`config.mk`:
```
export PLATFORM = sky130hd
export DESIGN_NAME = qrs_sqrt_step
export DESIGN_NICKNAME = d
export VERILOG_FILES = /design/src/design/qrs_pkg.sv /design/src/design/qrs_sqrt_step.sv
export SDC_FILE = /design/constraint.sdc
export NUM_CORES = 1
export LEC_CHECK = 0
export BUFFER_PORTS_ARGS = -buffer_cell sky130_fd_sc_hd__buf_2
export CAP_MARGIN = 20
export CORE_MARGIN = 8
export CORE_UTILIZATION = 40
export CTS_BUF_LIST = sky130_fd_sc_hd__clkbuf_16
export DETAILED_ROUTE_END_ITERATION = 7
export GPL_ROUTABILITY_DRIVEN = 0
export PLACE_DENSITY = 0.73
export SYNTH_ARGS = -nofsm -noshare
export SYNTH_HDL_FRONTEND = slang
export SYNTH_SLANG_ARGS = --single-unit
```
`constraint.sdc`:
```
create_clock -name clock -period 3.9 [get_ports clock]
set_input_delay 0.585 -clock clock [delete_from_list [all_inputs] [get_ports clock]]
set_output_delay 0.585 -clock clock [all_outputs]
set_load 0.05 [all_outputs]
```
`src/design/qrs_pkg.sv`:
```
`timescale 1ns / 1ps
package qrs_pkg;

   localparam int COEF_W = 16;
   localparam int DISC_W = 34;            // magnitude of a non-negative discriminant
   localparam int ROOT_W = DISC_W / 2;    // integer square root
   localparam int SREM_W = ROOT_W + 2;    // square-root partial remainder
   localparam int DEN_W  = COEF_W + 1;    // |2a|
   localparam int NUM_W  = ROOT_W + 1;    // |-b +/- s|
   localparam int QUO_W  = NUM_W + 16;    // numerator scaled to Q16.16
   localparam int RES_W  = 32;
   localparam int LATENCY = 3 + ROOT_W + 1 + QUO_W + 1;

   typedef enum logic [1:0] {
      ST_REAL    = 2'd0,
      ST_COMPLEX = 2'd1,
      ST_AZERO   = 2'd2
   } status_type;

   typedef struct packed {
      logic                     valid;
      status_type               status;
      logic                     den_neg;
      logic [DEN_W-1:0]         den_mag;
      logic signed [COEF_W-1:0] coef_b;
      logic [DISC_W-1:0]        disc;
   } side_type;

   typedef struct packed {
      logic [SREM_W-1:0] rem;
      logic [ROOT_W-1:0] root;
   } sqrt_type;

   typedef struct packed {
      logic              valid;
      status_type        status;
      logic [DEN_W-1:0]  den_mag;
   } dside_type;

   typedef struct packed {
      logic              neg;
      logic [NUM_W-1:0]  num;
      logic [DEN_W-1:0]  rem;
      logic [QUO_W-1:0]  quo;
   } lane_type;

   // One restoring long-division step: bring down one numerator bit.
   function automatic lane_type div_lane(lane_type l, logic [DEN_W-1:0] den, logic nb);
      logic [DEN_W:0] rsh;
      lane_type       r;
      rsh = {l.rem, nb};
      r   = l;
      if (rsh >= {1'b0, den}) begin
         r.rem = DEN_W'(rsh - {1'b0, den});
         r.quo = {l.quo[QUO_W-2:0], 1'b1};
      end else begin
         r.rem = rsh[DEN_W-1:0];
         r.quo = {l.quo[QUO_W-2:0], 1'b0};
      end
      return r;
   endfunction

endpackage

```
`src/design/qrs_sqrt_step.sv`:
```
`timescale 1ns / 1ps
module qrs_sqrt_step
   import qrs_pkg::*;
#(
   parameter int STEP = 0
) (
   input  logic     clock,
   input  logic     reset,
   input  side_type side_in,
   input  sqrt_type sq_in,
   output side_type side_out,
   output sqrt_type sq_out
);

   side_type          side_ff;
   sqrt_type          sq_ff, sq_in_n;
   logic [SREM_W+1:0] rsh;
   logic [SREM_W+1:0] trial;

   always_comb begin
      rsh   = {sq_in.rem, side_in.disc[2*STEP+1 -: 2]};
      trial = (SREM_W+2)'({sq_in.root, 2'b01});
      if (rsh >= trial) begin
         sq_in_n.rem  = SREM_W'(rsh - trial);
         sq_in_n.root = {sq_in.root[ROOT_W-2:0], 1'b1};
      end else begin
         sq_in_n.rem  = SREM_W'(rsh);
         sq_in_n.root = {sq_in.root[ROOT_W-2:0], 1'b0};
      end
   end

   always_ff @(posedge clock) begin
      sq_ff <= sq_in_n;
      if (reset) side_ff <= '0;
      else       side_ff <= side_in;
   end

   assign side_out = side_ff;
   assign sq_out   = sq_ff;

endmodule

```
Word level (Yosys, flattened, before mapping)

Index checks and enable logic that the tools add are counted.

Memories: 0
Bits of input ports: 109
Memory bits (writable): 0
Output and inout bits: 107
Bits in latches: 0
Register bits after elaboration: 107
Memory bits (read-only): 0
Word-level logic and storage cells: 11

Add/subtract/negate cells: 1
Reduce and logical (&&, ||, !) cells: 0
Eq/ne operators: 0
Bitwise gates (word level): 0
$mul: 0
Shift-type cells: 0
Divide/modulo/power cells: 0
Mux-type cells: 1
Magnitude comparators: 1

Operators with widths:

| cell                                         | number |
|---|---|
| 2-to-1 mux 36 bit                            | 1 |
| greater-or-equal comparator 21 x 19 -> 1 bit | 1 |
| subtractor 19 bit                            | 1 |

Longest topological paths before layout

Gate-level depths: netlist of the first run.

Depth after elaboration: 2
Gate-level depth with buffers: 10
Mapped depth without buffers: 8

Worst setup path after synthesis of the first run

No wires, ideal clock.

Path kind: in2reg
Start point: input sq_in[14] in the netlist's numbering
End point: register sq_ff (netlist bit sq_out[19])
Arrival: 2.329 ns
Stages on the path: 9
Setup time: 0.121 ns
Path slack: 1.449 ns
Path buffers: 1
Required time: 3.779 ns
Cell sequence: inv_1 > ha_1 > and4_4 > and2_4 > a2111oi_2 > o21ai_1 > a21o_1 > buf_6 > mux2_4

RTL lines:

| what                   | line                | text |
|---|---|---|
| start: declaration     | qrs_sqrt_step.sv:10 | `input sqrt_type sq_in,` |
| end signal: assignment | qrs_sqrt_step.sv:33 | `sq_ff <= sq_in_n;` |
| end: declaration       | qrs_sqrt_step.sv:16 | `sqrt_type sq_ff, sq_in_n;` |

==> results.toml, run 1 <==
[sta]
hold_slack_ns = 0.359
period_minus_slack_ns = 2.81
max_slew_margin_pct = 57.2
finalHoldViolCount = 0
finalMaxSlewViolations = 0
fmax_mhz = 356
post-route-period-util_pct = 71.9
fin_ws_ns = 1.09
tns_ns = 0
worstMarginPinSlew_ns = 0.635
setup_viol = 0
rsz0062_at_grt = "false"

[layout]
n_fill_cell = 837
finalNetCount = 704
diodes = 0
drive_gt1_share_pct = 44.2
syn_to_final_growth_pct = 39.1

[synthesis]
synth_flop_cell = "dfxtp_1"
yosysSeqAreaShare_pct = 54.5
syn_nets = 487
ys_async_sr_fraction_pct = 0
syn_avg_cell_area_um2 = 10.9
netlist_area_mm2 = 0.00393
ys_types = 42
ys_ff_latch = 107
yosys_warnings = 0
synth_cells = 359
synth_edf_count = 0

[power]
power_density_mw_per_mm2 = 530
vdd_drop_max_mv = 0.240
power_w = 0.00290
p_leak_nw = 2.80

[hold_path]
hold_start = "sq_in[13]"
min_path_type = "input pin to register"

[die]
die-area_mm2 = 0.0132
die_x_um = 115
io_pins = 216
core_mm2 = 0.00964
die_y_um = 115
start_util_pct = 40.8
row_count = 36

[clock_network]
cts_max_level = 3
numCtsBuffers = 9
cts_hold_buf = 0
cts_sinks = 107
cts_tree = "done"
cts-root-buf = "clkbuf_16"
clk_path_buf_depth = 2
cts_resized = 0
post_cts_buffers = 0
clkTransAtPathRegs_ns = 0.08

[routing]
num_vias = 3253
postRouteAntennaNets = 0
route.detailed.drc = 0
first_iter_violations = 146
wl_um = 11200
firstDrtPassIters = 4
vias_per_cell = 4.56
wl_per_cell_um = 15.8

[status]
status = "completed"

[critical_path]
cp-end-kind = "register"
crit_chain = "buf_2, inv_1, ha_1, nand4_1, nor4_1, a2111oi_2, o21ai_1, a21o_1, buf_12, mux2_4"
path_class = "input pin to register"
arrival_ns = 3.03
max_stage_delay_ns = 0.45
critPathBufInv = 3
critPathLaunchType = "input pin"
startpoint = "sq_in[8]"
critPathMaxFanout = 12
cpMaxStageDelayCell = "ha_1"
path_delay_family = "compound AO/OA/AOI/OAI gates"
cp.required_ns = 4.12

[global_routing]
grt_pass1_wl_um = 16700
overflow = 0
antenna_found_initial = 0
grt.total_usage_pct = 16.1
grt_pass1_vias = 3227
grt_max_degree = 72

[placement]
portBuffers = 215
dp_slack_ns = 0.741
post-dp-hpwl_um = 9190

[run]
cap_violations = 0
[cells by family (layout without fill, tap and decap cells)]
family / after synthesis / count (layout) / synth area share, %
compound gates: 54 / 54 / 9.20
fa+ha+maj: 19 / 19 / 6.05
buf+inv: 34 / 256 / 3.89
flops: 107 / 107 / 54.5
xor+xnor: 15 / 15 / 3.34
simple gates: 112 / 112 / 16.3
mux: 18 / 18 / 6.66
[cell type report]
class / instances / area (µm²) / share of cell area (%)
clock buffer: 9 / 225 / 4.12
clock inverter: 7 / 92.6 / 1.69
inverter: 22 / 82.6 / 1.51
tap: 133 / 166 / 3.04
timing repair buffer: 218 / 1120 / 20.6
sequential: 107 / 2140 / 39.2
multi-input combinational: 218 / 1630 / 29.9
[state kept, by name, summed over array words and instances (netlist names)]
| register | count |
|---|---|
| sq_out | 36 |
| side_out | 71 |
[cells in the final DEF, fill, tap and decap left out, types with 10 or more instances in the layout]
cell and count:
inv_1 22, dfxtp_1 107, a21oi_1 14, nor2b_1 70
mux2_4 16, nand2_1 15, o21ai_0 10, ha_1 19
buf_2 215
[report_power, final]
group | switching, W | internal (W) | leakage, nW
combinational | 0.000517 | 0.000243 | 1.75
sequential | 0.0000208 | 0.00118 | 0.895
clock | 0.000419 | 0.000515 | 0.155
total | 0.000957 | 0.00194 | 2.80
[Yosys cell counts (5+ instances only)]
master | n | area, µm²
mux2_4 | 16 | 240
clkbuf_1 | 7 | 26.3
nand2_1 | 15 | 56.3
xor2_1 | 7 | 61.3
ha_1 | 19 | 238
a21oi_1 | 14 | 70.1
nor2_1 | 9 | 33.8
nor2b_1 | 70 | 438
o21ai_0 | 10 | 50.1
inv_1 | 22 | 82.6
dfxtp_1 | 107 | 2140
xnor2_1 | 8 | 70.1
o211ai_1 | 5 | 37.5
[per-layer routing]
layer | up-vias | part of all wire (%) | wire length, µm | track usage (%)
li1 | 1617 | - | - | -
met1 | 1505 | 37 | 4200 | 16.3
met2 | 125 | 54 | 6030 | 30.6
met3 | 6 | 8.5 | 954 | 5.78
met4 | 0 | 0.60 | 68 | 3.94
met5 | - | 0 | 0 | 0
[per-stage QoR]
stage / instance area [µm²] / std cells / util, %
final: 5470 / 714 / 56.7
after global placement: 5130 / 697 / 53.2
after detailed placement: 5130 / 697 / 53.2
after CTS: 5450 / 713 / 56.5
after floorplan: 3930 / 359 / -
after global routing: 5470 / 714 / 56.7
[path summary, 6_finish.rpt]
kind	endpoint	slack, ns	cells past startpoint
setup / recovery	sq_out[35]$_DFF_P_	1.09	10
hold / removal	sq_out[14]$_DFF_P_	0.36	1
Power figures use the tool's default switching activity.
==> run 2, diff against run 1 <==
- clock period: 3.9 -> 2.6 ns (I/O delays scaled with it)
==> results.toml, run 2 (synthesis results as in run 1) <==
[status]
status = "completed"

[critical_path]
crit_chain = "buf_2, inv_1, ha_1, nand4_1, nor4_1, a2111oi_2, o21ai_1, a21o_1, buf_4, mux2_4"
cp.required_ns = 2.83
startpoint = "sq_in[8]"
cp-end-kind = "register"
arrival_ns = 2.54
crit_end = "sq_out[30]$_DFF_P_"
critPathLaunchType = "input pin"
path_class = "input pin to register"
max_stage_delay_ns = 0.45
critPathMaxFanout = 8
cpMaxStageDelayCell = "ha_1"

[routing]
wl_per_cell_um = 15.7
route.detailed.drc = 0
postRouteAntennaNets = 0
wl_um = 11300
vias_per_cell = 4.49
firstDrtPassIters = 4
first_iter_violations = 154
num_vias = 3236

[run]
cap_violations = 0

[hold_path]
min_path_type = "input pin to register"

[clock_network]
cts_hold_buf = 0
cts_resized = 0
cts_max_level = 3
numCtsBuffers = 9
clk_path_buf_depth = 2
post_cts_buffers = 0
cts_sinks = 107
cts-root-buf = "clkbuf_16"
cts_tree = "done"
clkTransAtPathRegs_ns = 0.07

[layout]
mostFrequentLayoutCells = "buf_2, dfxtp_1, nor2b_1"
diodes = 0
fin_area_mm2 = 0.00549
multi_input_area_mm2 = 0.00163
largest_reg_flops = 71
final_common_cell = "buf_2"
finalNetCount = 711
syn_to_final_growth_pct = 39.8
finish.utilization_pct = 57.0
drive_gt1_share_pct = 44.9
n_fill_cell = 855
regArea_mm2 = 0.00214

[placement]
post-dp-hpwl_um = 9240
portBuffers = 215
post_dp_cell_area_mm2 = 0.00520

[die]
die_y_um = 115
io_pins = 216
core_mm2 = 0.00964
start_util_pct = 40.8
die_x_um = 115
row_count = 36
die-area_mm2 = 0.0132

[global_routing]
overflow = 0
grt_pass1_wl_um = 16600
grt_max_degree = 72
antenna_found_initial = 0
grt.total_usage_pct = 16.2
grt_pass1_vias = 3304

[sta]
rsz0062_at_grt = "false"
period_minus_slack_ns = 2.31
worstMarginPinSlew_ns = 0.620
finalHoldViolCount = 0
setup_viol = 0
post-route-period-util_pct = 89.0
fmax_mhz = 432
max_slew_margin_pct = 58.3
finalMaxSlewViolations = 0

[power]
p_leak_nw = 2.81
power_w = 0.00425
vdd_drop_max_mv = 0.288
power_density_mw_per_mm2 = 774
[run 2: cell types whose count changed in the layout (fill, tap and decap cells not counted), sizes merged]
cell / change
clkinvlp: +2
bufinv: -1
inv: -2
clkinv: +1
buf: +7
[run 2: per-stage QoR]
stage / hold slack, ns / setup TNS [ns] / cells / worst slack, ns
final: 0.157 / 0 / 721 / 0.286
after global routing: 0.147 / 0 / 721 / 0.112
after CTS: 0.142 / 0 / 721 / 0.273
after detailed placement: 0.508 / -0.871 / 705 / -0.0916
after global placement: 0.508 / -0.0868 / 705 / -0.0147
after floorplan: 0.418 / 0 / 359 / 0.344
[run 2: how the worst min path moves through the flow]
stage | start | end | slack [ns] | depth (start not counted)
2_1_floorplan | sq_in[9] | sq_out[10]$_DFF_P_ | 0.42 | 0
3_5_place_dp | sq_in[13] | sq_out[14]$_DFF_P_ | 0.51 | 1
4_1_cts | sq_in[3] | sq_out[4]$_DFF_P_ | 0.14 | 1
3_3_place_gp | sq_in[15] | sq_out[16]$_DFF_P_ | 0.51 | 1
5_1_grt | sq_in[4] | sq_out[5]$_DFF_P_ | 0.15 | 1
6_report | sq_in[3] | sq_out[4]$_DFF_P_ | 0.16 | 1
[run 2: power by group]
part / internal, W / total [W] / switching, W
sequential: 0.00177 / 0.00181 / 0.0000317
combinational: 0.000373 / 0.00115 / 0.000775
clock: 0.000666 / 0.00129 / 0.000628
total: 0.00281 / 0.00425 / 0.00143
[run 2: metal layers]
metal,vias to the layer above,part of all wire (%),track usage (%)
met5,-,0,0
met4,0,1.0,4.73
met3,11,9.2,5.88
met2,131,53,31.5
met1,1465,37,15.3
li1,1629,-,-
[run 2: final cells by class]
| class | count | share of cell area, % |
|---|---|---|
| clock buffers | 9 | 4.10 |
| multi-input cells | 218 | 29.8 |
| clock inverters | 7 | 1.18 |
| well taps | 133 | 3.03 |
| flip-flops and latches | 107 | 39.0 |
| inverters | 22 | 1.50 |
| repair buffers | 225 | 21.4 |
[run 2: critical path: cells and delay by family]
| kind | cells | cell delay (ns) |
|---|---|---|
| buf+inv | 3 | 0.36 |
| compound gates | 3 | 0.41 |
| simple gates | 2 | 0.61 |
| mux | 1 | 0.31 |
| fa+ha+maj | 1 | 0.45 |
