## config.mk

```make
export PLATFORM = sky130hd
export DESIGN_NAME = qrs_div_step
export DESIGN_NICKNAME = d
export VERILOG_FILES = /design/src/design/qrs_pkg.sv /design/src/design/qrs_div_step.sv
export SDC_FILE = /design/constraint.sdc
export NUM_CORES = 1
export LEC_CHECK = 0
export BUFFER_PORTS_ARGS = -buffer_cell sky130_fd_sc_hd__buf_4
export CAP_MARGIN = 0
export CORE_AREA = 2 2 127 129
export CTS_CLUSTER_DIAMETER = 200
export DETAILED_ROUTE_END_ITERATION = 10
export DIE_AREA = 0 0 129 131
export GPL_ROUTABILITY_DRIVEN = 1
export PLACE_DENSITY = 0.77
export RECOVER_POWER = 100
export SLEW_MARGIN = 40
export SYNTH_ARGS = -nofsm -noshare
export SYNTH_HDL_FRONTEND = slang
export SYNTH_SLANG_ARGS = --single-unit
```

## constraint.sdc

```tcl
create_clock -name clock -period 4.1 [get_ports clock]
set_clock_uncertainty 0.05 [all_clocks]
set_input_delay 0.205 -clock clock [delete_from_list [all_inputs] [get_ports clock]]
set_output_delay 0.205 -clock clock [all_outputs]
set_load 0.02 [all_outputs]
```

## src/design/qrs_pkg.sv

```systemverilog
`timescale 1ns / 1ps
package qrs_pkg;

   localparam int COEF_W = 16;
   localparam int DISC_W = 34;            // magnitude of a non-negative discriminant
   localparam int ROOT_W = DISC_W / 2;    // integer square root
   localparam int SREM_W = ROOT_W + 2;    // square-root partial remainder
   localparam int DEN_W  = COEF_W + 1;    // |2a|
   localparam int NUM_W  = ROOT_W + 1;    // |-b +/- s|
   localparam int QUO_W  = NUM_W + 16;    // numerator scaled to Q16.16
   localparam int RES_W  = 32;
   localparam int LATENCY = 3 + ROOT_W + 1 + QUO_W + 1;

   typedef enum logic [1:0] {
      ST_REAL    = 2'd0,
      ST_COMPLEX = 2'd1,
      ST_AZERO   = 2'd2
   } status_type;

   typedef struct packed {
      logic                     valid;
      status_type               status;
      logic                     den_neg;
      logic [DEN_W-1:0]         den_mag;
      logic signed [COEF_W-1:0] coef_b;
      logic [DISC_W-1:0]        disc;
   } side_type;

   typedef struct packed {
      logic [SREM_W-1:0] rem;
      logic [ROOT_W-1:0] root;
   } sqrt_type;

   typedef struct packed {
      logic              valid;
      status_type        status;
      logic [DEN_W-1:0]  den_mag;
   } dside_type;

   typedef struct packed {
      logic              neg;
      logic [NUM_W-1:0]  num;
      logic [DEN_W-1:0]  rem;
      logic [QUO_W-1:0]  quo;
   } lane_type;

   // One restoring long-division step: bring down one numerator bit.
   function automatic lane_type div_lane(lane_type l, logic [DEN_W-1:0] den, logic nb);
      logic [DEN_W:0] rsh;
      lane_type       r;
      rsh = {l.rem, nb};
      r   = l;
      if (rsh >= {1'b0, den}) begin
         r.rem = DEN_W'(rsh - {1'b0, den});
         r.quo = {l.quo[QUO_W-2:0], 1'b1};
      end else begin
         r.rem = rsh[DEN_W-1:0];
         r.quo = {l.quo[QUO_W-2:0], 1'b0};
      end
      return r;
   endfunction

endpackage

```

## src/design/qrs_div_step.sv

```systemverilog
`timescale 1ns / 1ps
module qrs_div_step
   import qrs_pkg::*;
#(
   parameter int STEP = 0
) (
   input  logic      clock,
   input  logic      reset,
   input  dside_type side_in,
   input  lane_type  plus_in,
   input  lane_type  minus_in,
   output dside_type side_out,
   output lane_type  plus_out,
   output lane_type  minus_out
);

   localparam int NBIT = STEP - 16;

   dside_type side_ff;
   lane_type  plus_ff, minus_ff;
   logic      nb_p, nb_m;

   // numerator is num << 16: low 16 bits are zero
   always_comb begin
      if (NBIT >= 0) begin
         nb_p = plus_in.num[NBIT >= 0 ? NBIT : 0];
         nb_m = minus_in.num[NBIT >= 0 ? NBIT : 0];
      end else begin
         nb_p = 1'b0;
         nb_m = 1'b0;
      end
   end

   always_ff @(posedge clock) begin
      plus_ff  <= div_lane(plus_in, side_in.den_mag, nb_p);
      minus_ff <= div_lane(minus_in, side_in.den_mag, nb_m);
      if (reset) side_ff <= '0;
      else       side_ff <= side_in;
   end

   assign side_out  = side_ff;
   assign plus_out  = plus_ff;
   assign minus_out = minus_ff;

endmodule

```

* Word level (Yosys, flattened, before mapping)
Index checks and enable logic that the tools add are counted.
** Cells by class
- $add $sub $neg :: 2
- Magnitude comparators :: 2
- Multiplexer cells :: 2
** Operator list (count)
- two-way mux 51 bit :: 2
- >= comparator 18 x 17 -> 1 bit :: 2
- subtractor 17 bit :: 2
** Word-level totals
- Flip-flop bits (word level) :: 160
- Bits of input ports :: 162
- Output and inout bits :: 160
- Word-level logic and storage cells :: 19

* Depth between registers and ports, before layout
Gate-level depths: netlist (run 1).
- Depth in word-level cells :: 2
- Depth in mapped cells :: 11

* Worst setup path after synthesis (run 1)
Ideal clock, no wire load.
- Path type :: input to register
- From :: input port side_in[1] (netlist bit)
- To :: register minus_ff, in the netlist minus_out[43]
- Library setup time :: 0.121 ns
- Arrival :: 2.342 ns
- Required time :: 3.929 ns
- Path slack :: 1.586 ns
- Cell stages on the path :: 10
- Buffers on the path :: 1
- Cell sequence :: inv_1 ha_1 ha_1 and2_1 o31ai_1 a21o_1 a21oi_2 a2111oi_4 buf_6 mux2_4
** On the way
- Longest elaborated chain between the ends :: 2
** Ends and longest elaborated chain
- start: declaration :: line qrs_div_step.sv:9 : input dside_type side_in,
- subtractor 17 bit / >= comparator 18 x 17 -> 1 bit (equally long branches) :: line qrs_pkg.sv:54, qrs_pkg.sv:53
- two-way mux 51 bit * :: line qrs_pkg.sv:53 : if (rsh >= {1'b0, den}) begin
- end signal: assignment :: line qrs_div_step.sv:36 : minus_ff <= div_lane(minus_in, side_in.den_mag, nb_m);
- end: declaration :: line qrs_div_step.sv:20 : lane_type plus_ff, minus_ff;
Every way passes the cells marked *; elsewhere a longest branch is shown, timed or not.
A chain may end at the register's enable or synchronous reset.

* Worst setup path in the final report (run 1)
- From :: input port minus_in[35] (netlist bit)
- To :: register minus_ff, in the netlist minus_out[43]
** On the way
- Longest elaborated chain between the ends :: 2
** Ends and longest elaborated chain
- start: declaration :: line qrs_div_step.sv:11 : input lane_type minus_in,
- subtractor 17 bit / >= comparator 18 x 17 -> 1 bit (equally long branches) :: line qrs_pkg.sv:54, qrs_pkg.sv:53
- two-way mux 51 bit * :: line qrs_pkg.sv:53
Marks and branches as above.

==> impl_metrics.ini, run 1 <==
[power]
power_switching_mw = 1.260
total_power_mw = 4.213
cellLeakagePower_nw = 4.253
powerDensity_nw_per_um2 = 442.0
p_comb_share_pct = 22.0
seqPwrFrac_pct = 41.0
ir_drop_uv = 274.2
p_int_mw = 2.953
clockPowerShare_pct = 37.0
swShare_pct = 29.90

[outcome]
outcome = completed

[place]
place_ws_ps = 1252
port_buffers = 319
dp_hpwl_mm = 13.99
place_inst = 1020
routabilityCongestion = 0.8946

[global_routing]
first_global_vias = 5515
grt_most_used_layer = met2
antenna_found_initial = 0
grt_pass1_wl_mm = 30.35
grt_max_degree = 21
use_met1_pct = 27.45
gr-usage-met2_pct = 42.42
grt_use_total_pct = 24.06
use_met3_pct = 7.858
grt_overflow = 0

[sta]
tns_ps = 0
setup_ws_ps = 959.5
hold_viol_final = 0
worstMarginPinSlew_ps = 1013
finalSetupViolations = 0
rsz0062_at_grt = no
hold_slack_ps = 23.62
final.period_utilization_pct = 76.60
slew_headroom_pct = 32.48
max_freq_mhz = 318.4
min_period_ps = 3141
drv_slew = 0

[worst_setup_path]
cp_max_fo = 10
crit_slowest_cell = dlygate4sd3_1
crit_path_max_incr_delay_ps = 530
crit_buf_inv = 3
path_delay_family = buffers and inverters
startpoint_type = input port
cp_num_cells = 10
cp-end-kind = register
crit_arrival_ps = 3380
crit_chain = dlygate4sd3_1 -> clkbuf_4 -> ha_1 -> nor2b_1 -> o31ai_1 -> a21o_1 -> a21oi_1 -> a2111oi_0 -> clkbuf_1 -> mux2_1
path_class = in2reg
critPathCapture = minus_out[43]
required_ps = 4340
worstSetupStartpoint = minus_in[35]

[die]
row_count = 46
start_util_pct = 36.12
die_h_um = 131
die_w_um = 129
coreArea_um2 = 15600
ioPinCount = 322
die-area_um2 = 16900

[yosys]
async_flop_share_pct = 0
synth_flop_cell = dfxtp_1
syn_avg_cell_area_um2 = 11.45
synth_area_um2 = 5634
syn_inst = 492
synth-edff-count = 0
yosysSeqAreaShare_pct = 56.85
synth.ff_latch_count = 160
syn_nets = 690
ys_types = 56
yosysWarnings = 0

[drt]
post_drt_wl_per_cell_um = 17.52
drc = 0
wirelength_mm = 20.82
via_count = 5490
drt_iter0_markers = 211
antenna_left = 0
firstDrtPassIters = 4
routed_via_density = 4.621

[cts]
clkTransAtPathRegs_ps = 60
ctsResizeCount = 0
post_cts_buffers = 0
cts_sinks = 160
clockRootBuffer = clkbuf_16
cts_hold_buf = 137
numCtsBuffers = 17
cts_max_level = 4
cts.path.max_buffers = 2
cts_tree = yes

[cells_and_area]
seq_area_um2 = 3203
nets = 1158
antenna_cells = 0
multi_input_area_um2 = 2235
drive_gt1_share_pct = 22.33
area_delta_synth_final_pct = 69.18
fillCellCount = 1368
fin_cells = 1188

[worst_hold_path]
hold_path_class = in2reg

[job]
drv_cap = 0
state kept, by name (all words and copies together) (netlist names):
register   count
plus_out      70
side_out      20
minus_out     70
layout by cell type, fill, tap and decap left out, types with 22 or more instances in the layout:
cell type and n:
clkbuf_1 166, dfxtp_1 160, dlygate4sd3_1 137, clkbuf_4 103
buf_4 52, nor2_1 42, ha_1 34, inv_1 25
nand2_1 24, mux2_2 23, a21oi_1 22
cells by family after synthesis:
logic type	share of synthesized area, %
flip-flops	56.85
adder cells (fa/ha/maj)	8.261
multiplexers	7.151
AND/OR/NAND/NOR	9.816
AO/OA/AOI/OAI	12.19
buffers and inverters	2.620
XOR/XNOR	3.109
metal layers:
metal	wire length (µm)	vias to the layer above	part of all wire [%]
li1	-	2639	-
met1	8293	2562	40
met2	10460	254	50
met3	1569	35	7.5
met4	497	0	2.4
met5	0	-	0
cell usage after synthesis, types with 2 or more instances:
master | count | area [µm²]
dfxtp_1 | 160 | 3203
nor2_1 | 42 | 157.7
ha_1 | 34 | 425.4
inv_1 | 25 | 93.84
nand2_1 | 24 | 90.09
mux2_2 | 22 | 247.7
a21oi_1 | 21 | 105.1
a21o_1 | 16 | 120.1
o21ai_0 | 13 | 65.06
xnor2_1 | 13 | 113.9
nor2b_1 | 11 | 68.82
mux2_4 | 7 | 105.1
nand2b_1 | 7 | 43.79
xor2_1 | 7 | 61.31
nand3_1 | 6 | 30.03
and2_1 | 5 | 31.28
clkbuf_1 | 5 | 18.77
mux2i_1 | 5 | 50.05
o211ai_1 | 5 | 37.54
o21a_1 | 5 | 37.54
and3_1 | 4 | 25.02
nand4_1 | 4 | 25.02
nor3_1 | 4 | 20.02
a21boi_0 | 3 | 22.52
o31ai_1 | 3 | 22.52
a211o_1 | 2 | 17.52
a211oi_1 | 2 | 15.01
a21oi_2 | 2 | 17.52
a21oi_4 | 2 | 32.53
a311oi_1 | 2 | 17.52
buf_6 | 2 | 22.52
fa_1 | 2 | 40.04
o2111ai_1 | 2 | 17.52
o311ai_0 | 2 | 17.52
or3_1 | 2 | 12.51
stage by stage:
stage	instance area, µm²	util (%)
after floorplan	5634	-
after global placement	8260	52.96
after detailed placement	8260	52.96
after CTS	10200	65.42
after global routing	9532	61.11
final	9532	61.11
power groups by stage:
stage	Clock, mW	Sequential [mW]	Combinational, mW
2_1_floorplan	0	1.94	0.341
3_3_place_gp	0	1.76	0.925
3_5_place_dp	0	1.76	0.936
4_1_cts	1.59	1.73	1.05
5_1_grt	1.65	1.74	0.994
6_report	1.56	1.73	0.927
how the worst min path moves through the flow:
stage / startpoint / to / slack (ps) / cells after the start
CTS: side_in[13] / side_out[13] / 10 / 3
detailed placement: plus_in[51] / plus_out[51] / 260 / 1
finish: side_in[13] / side_out[13] / 20 / 3
global route: side_in[15] / side_out[15] / 30 / 3
floorplan: minus_in[9] / minus_out[10] / 180 / 0
global placement: minus_in[61] / minus_out[61] / 260 / 1
cell type report:
class                           instances  area share [%]
Tap cell                              216           2.835
Clock buffer                           17           4.463
Multi-Input combinational cell        298           23.44
Timing Repair Buffer                  458           33.13
Inverter                               25          0.9845
Clock inverter                         14           1.536
Sequential cell                       160           33.60
Power figures use the tool's default switching activity.
==> run 2, diff against run 1 <==
--- a/config.mk
+++ b/config.mk
@@ -7,12 +7,12 @@
 export LEC_CHECK = 0
 export BUFFER_PORTS_ARGS = -buffer_cell sky130_fd_sc_hd__buf_4
 export CAP_MARGIN = 0
-export CORE_AREA = 2 2 127 129
+export CORE_AREA = 2 2 124 126
 export CTS_CLUSTER_DIAMETER = 200
 export DETAILED_ROUTE_END_ITERATION = 10
-export DIE_AREA = 0 0 129 131
+export DIE_AREA = 0 0 126 128
 export GPL_ROUTABILITY_DRIVEN = 1
-export PLACE_DENSITY = 0.77
+export PLACE_DENSITY = 0.8
 export RECOVER_POWER = 100
 export SLEW_MARGIN = 40
 export SYNTH_ARGS = -nofsm -noshare
==> constraint.sdc (replaced) <==
create_clock -name clock -period 3.1 [get_ports clock]
set_clock_uncertainty 0.05 [all_clocks]
set_input_delay 0.155 -clock clock [delete_from_list [all_inputs] [get_ports clock]]
set_output_delay 0.155 -clock clock [all_outputs]
set_load 0.02 [all_outputs]
==> run 2 against run 1 <==
Compared with the run above:
- via count rose by 2.7%
- hold slack got worse by 18 ps
- clock power rose by 29%
- non-clock buffer count rose by 19
- sequential power rose by 32%
- combinational power rose by 36%
- critical path depth rose by 2
- total power rose by 32%
==> impl_metrics.ini, run 2 (same netlist as run 1, synthesis figures left out) <==
[sta]
tns_ps = 0
hold_viol_final = 0
worstMarginPinSlew_ps = 1003
rsz0062_at_grt = no
slew_headroom_pct = 33.13
max_freq_mhz = 354.3
drv_slew = 0
final.period_utilization_pct = 91.05
finalSetupViolations = 0
min_period_ps = 2823

[cells_and_area]
area_delta_synth_final_pct = 72.15
fillCellCount = 1218
drive_gt1_share_pct = 22.12
final_common_cell = clkbuf_1
nets = 1177
multi_input_area_um2 = 2255
final_cell_mix = clkbuf_1, dfxtp_1, dlygate4sd3_1
seq_area_um2 = 3203

[global_routing]
grt_overflow = 0
first_global_vias = 5929
antenna_found_initial = 1
grt_max_degree = 21
grt_pass1_wl_mm = 32.80
grt_use_total_pct = 26.82

[cts]
clkTransAtPathRegs_ps = 70
numCtsBuffers = 17
cts_sinks = 160
cts.path.max_buffers = 2
cts_tree = yes
post_cts_buffers = 0
clockRootBuffer = clkbuf_16
cts_max_level = 4

[power]
ir_drop_uv = 364.1
cellLeakagePower_nw = 4.343
total_power_mw = 5.563
powerDensity_nw_per_um2 = 573.5

[drt]
post_drt_wl_per_cell_um = 18.66
drc = 0
drt_iter0_markers = 245
firstDrtPassIters = 4
routed_via_density = 4.782
wirelength_mm = 22.00
via_count = 5638
antenna_left = 0

[die]
die_w_um = 126
start_util_pct = 37.90
die_h_um = 128
die-area_um2 = 16130
row_count = 45
ioPinCount = 322
coreArea_um2 = 14860

[job]
drv_cap = 0

[place]
routabilityCongestion = 0.8922
port_buffers = 319
dp_hpwl_mm = 13.93

[worst_setup_path]
required_ps = 3360
cp-end-kind = register
cp_max_fo = 18
startpoint_type = input port
path_class = in2reg
crit_arrival_ps = 3080

[outcome]
outcome = completed

[worst_hold_path]
hold_path_class = in2reg
-- run 2: cell types whose count changed in the layout (fill, tap and decap cells not counted), sizes merged --
cell,change
clkinv,-1
clkbuf,-4
buf,+4
dlygate4sd3,+19
diode,+1
-- run 2: layout make-up --
class	instances	area share, %
Antenna cell	1	0.02580
Tap cell	188	2.425
Clock inverter	13	1.329
Multi-Input combinational cell	298	23.25
Sequential cell	160	33.02
Timing Repair Buffer	477	34.60
Inverter	25	0.9675
Clock buffer	17	4.386
-- run 2: worst paths after layout --
check | startpoint | to | slack (ps) | cells after the start
worst min-delay path | side_in[9] | side_out[9] | 5 | 3
worst max-delay path | side_in[1] | minus_out[38] | 280 | 12
-- run 2: metal layers --
layer  part of all wire [%]  track usage [%]  vias to the layer above  wire length [µm]
li1                       -                -                     2684                 -
met1                     37            28.28                     2622              8058
met2                     52            48.32                      264             11390
met3                    6.8            8.180                       68              1491
met4                    4.8            13.77                        0              1059
met5                      0                0                        -                 0
-- run 2: worst max-delay path, cell delays in order --
cell and delay, ps:
dlygate4sd3_1 540, buf_4 150, inv_1 80, ha_1 310
ha_1 170, and2_0 150, o31ai_1 250, a21o_1 170
a21oi_1 90, a2111oi_4 310, buf_4 320, mux2_2 370
-- run 2: metrics by stage --
stage	worst slack, ps	cell area, µm²	instances	util [%]	hold slack (ps)
floorplan	636.2	5634	492	-	132.7
detailed placement	307.2	8225	992	55.34	210.5
global placement	350.2	8225	992	55.34	209.3
CTS	190.8	10340	1178	69.57	8.479
finish	277.3	9699	1179	65.25	5.389
global route	127.4	9699	1179	65.25	28.92
-- run 2: power breakdown --
part | switching, mW | internal (mW) | total (mW)
clock | 0.898 | 1.12 | 2.01
sequential | 0.0546 | 2.24 | 2.29
combinational | 0.699 | 0.558 | 1.26
-- run 2: repair_timing --
item	in CTS	in global routing
setup endpoints to repair	0	15
hold buffers	156	0
hold endpoints to repair	151	0
gates resized for setup	0	1
==> run 3, diff against run 2 <==
--- a/config.mk
+++ b/config.mk
@@ -12,8 +12,10 @@
 export DETAILED_ROUTE_END_ITERATION = 10
 export DIE_AREA = 0 0 126 128
 export GPL_ROUTABILITY_DRIVEN = 1
+export MAX_ROUTING_LAYER = met4
 export PLACE_DENSITY = 0.8
 export RECOVER_POWER = 100
+export SKIP_CTS_REPAIR_TIMING = 1
 export SLEW_MARGIN = 40
 export SYNTH_ARGS = -nofsm -noshare
 export SYNTH_HDL_FRONTEND = slang
==> run 3 against run 2 <==
Compared with the run above:
- sequential share of layout area up 0.48 points
- first-iteration DRC count is 4.9% higher
- non-clock buffer count is 14 lower
- sequential cell count stayed put
- the run now ends with negative hold slack left
- setup slack worse by 48 ps
- count of clock-buffer cells in the layout unchanged
- combinational power barely moved
- hold slack worse by 32 ps
- fmax fell by 1.7%
==> impl_metrics.ini, run 3 (same netlist as run 1, synthesis figures left out) <==
[cells_and_area]
area_delta_synth_final_pct = 69.69
multi_input_area_um2 = 2253
drive_gt1_share_pct = 22.54
fillCellCount = 1234
final_common_cell = clkbuf_1
nets = 1163
final_cell_mix = clkbuf_1, dfxtp_1, dlygate4sd3_1
antenna_cells = 0
seq_area_um2 = 3203

[die]
coreArea_um2 = 14860
die_w_um = 126
ioPinCount = 322
start_util_pct = 37.90
row_count = 45
die_h_um = 128
die-area_um2 = 16130

[global_routing]
grt_max_degree = 21
first_global_vias = 4672
grt_pass1_wl_mm = 25.43
antenna_found_initial = 0
grt_use_total_pct = 21.48
grt_overflow = 0

[power]
power_switching_mw = 1.648
p_int_mw = 3.899
total_power_mw = 5.547
seqPwrFrac_pct = 41.3
swShare_pct = 29.71
ir_drop_uv = 383.0
p_comb_share_pct = 22.4
cellLeakagePower_nw = 4.284
clockPowerShare_pct = 36.2
powerDensity_nw_per_um2 = 580.2

[sta]
worstMarginPinSlew_ps = 949.0
max_freq_mhz = 348.3
rsz0062_at_grt = no
final.period_utilization_pct = 92.62
tns_ps = 0
slew_headroom_pct = 36.74
hold_viol_final = 2
drv_slew = 0
finalSetupViolations = 0
hold_slack_ps = -26.65
min_period_ps = 2871

[worst_setup_path]
crit_path_max_incr_delay_ps = 700
crit_chain = dlygate4sd3_1 -> buf_4 -> inv_1 -> ha_1 -> o211ai_1 -> a21oi_1 -> o21ai_0 -> o21ai_0 -> a21o_1 -> mux2_2
crit_buf_inv = 3
worstSetupStartpoint = side_in[4]
crit_slowest_cell = a21o_1
crit_arrival_ps = 3130
startpoint_type = input port
path_common_cell = o21ai_0
required_ps = 3360
cp-end-kind = register
path_delay_family = compound AO/OA/AOI/OAI gates
path_class = in2reg
cp_max_fo = 18

[drt]
routed_via_density = 4.783
firstDrtPassIters = 5
wirelength_mm = 21.92
post_drt_wl_per_cell_um = 18.83
antenna_left = 0
drt_iter0_markers = 257
drc = 0
via_count = 5567

[outcome]
outcome = finished with violations
failed_checks = negative hold slack

[cts]
clockRootBuffer = clkbuf_16
numCtsBuffers = 17
cts_max_level = 4
cts_sinks = 160
cts.path.max_buffers = 2
clkTransAtPathRegs_ps = 60
cts_tree = yes

[place]
routabilityCongestion = 0.9073
dp_hpwl_mm = 13.93
port_buffers = 319

[worst_hold_path]
min_from = side_in[12]
hold_path_class = in2reg

[job]
drv_cap = 0
run 3: final timing paths:
check / to / slack, ps / cells after the start
setup / recovery: plus_out[36] / 230 / 10
hold / removal: side_out[12] / -30 / 3
run 3: final cells by class:
type                            instances  area share [%]
Clock inverter                         13           1.348
Sequential cell                       160           33.50
Multi-Input combinational cell        298           23.57
Inverter                               25          0.9815
Tap cell                              188           2.460
Timing Repair Buffer                  463           33.69
Clock buffer                           17           4.450
run 3: stage by stage:
stage | cells | hold WS [ps] | util (%) | worst slack (ps) | instance area [µm²]
CTS | 1022 | -240.5 | 59.07 | 742.6 | 8780
global route | 1164 | -6.382 | 64.32 | 2.219 | 9560
detailed placement | 992 | 210.5 | 55.34 | 307.2 | 8225
global placement | 992 | 209.3 | 55.34 | 350.2 | 8225
finish | 1164 | -26.65 | 64.32 | 228.9 | 9560
floorplan | 492 | 132.7 | - | 636.2 | 5634
run 3: metal layers:
metal	vias to the layer above	track usage (%)	share of wire, %
met4	0	8.727	3.0
met5	-	-	0
li1	2652	-	-
met2	262	35.71	52
met3	47	6.427	6.0
met1	2606	24.33	39
run 3: power by group through the flow:
stage	Sequential [mW]	Combinational [mW]	Clock, mW
after floorplan	2.56	0.450	0
after global placement	2.33	1.22	0
after detailed placement	2.33	1.23	0
after CTS	2.29	1.24	2.05
after global routing	2.31	1.33	2.14
final	2.29	1.24	2.01
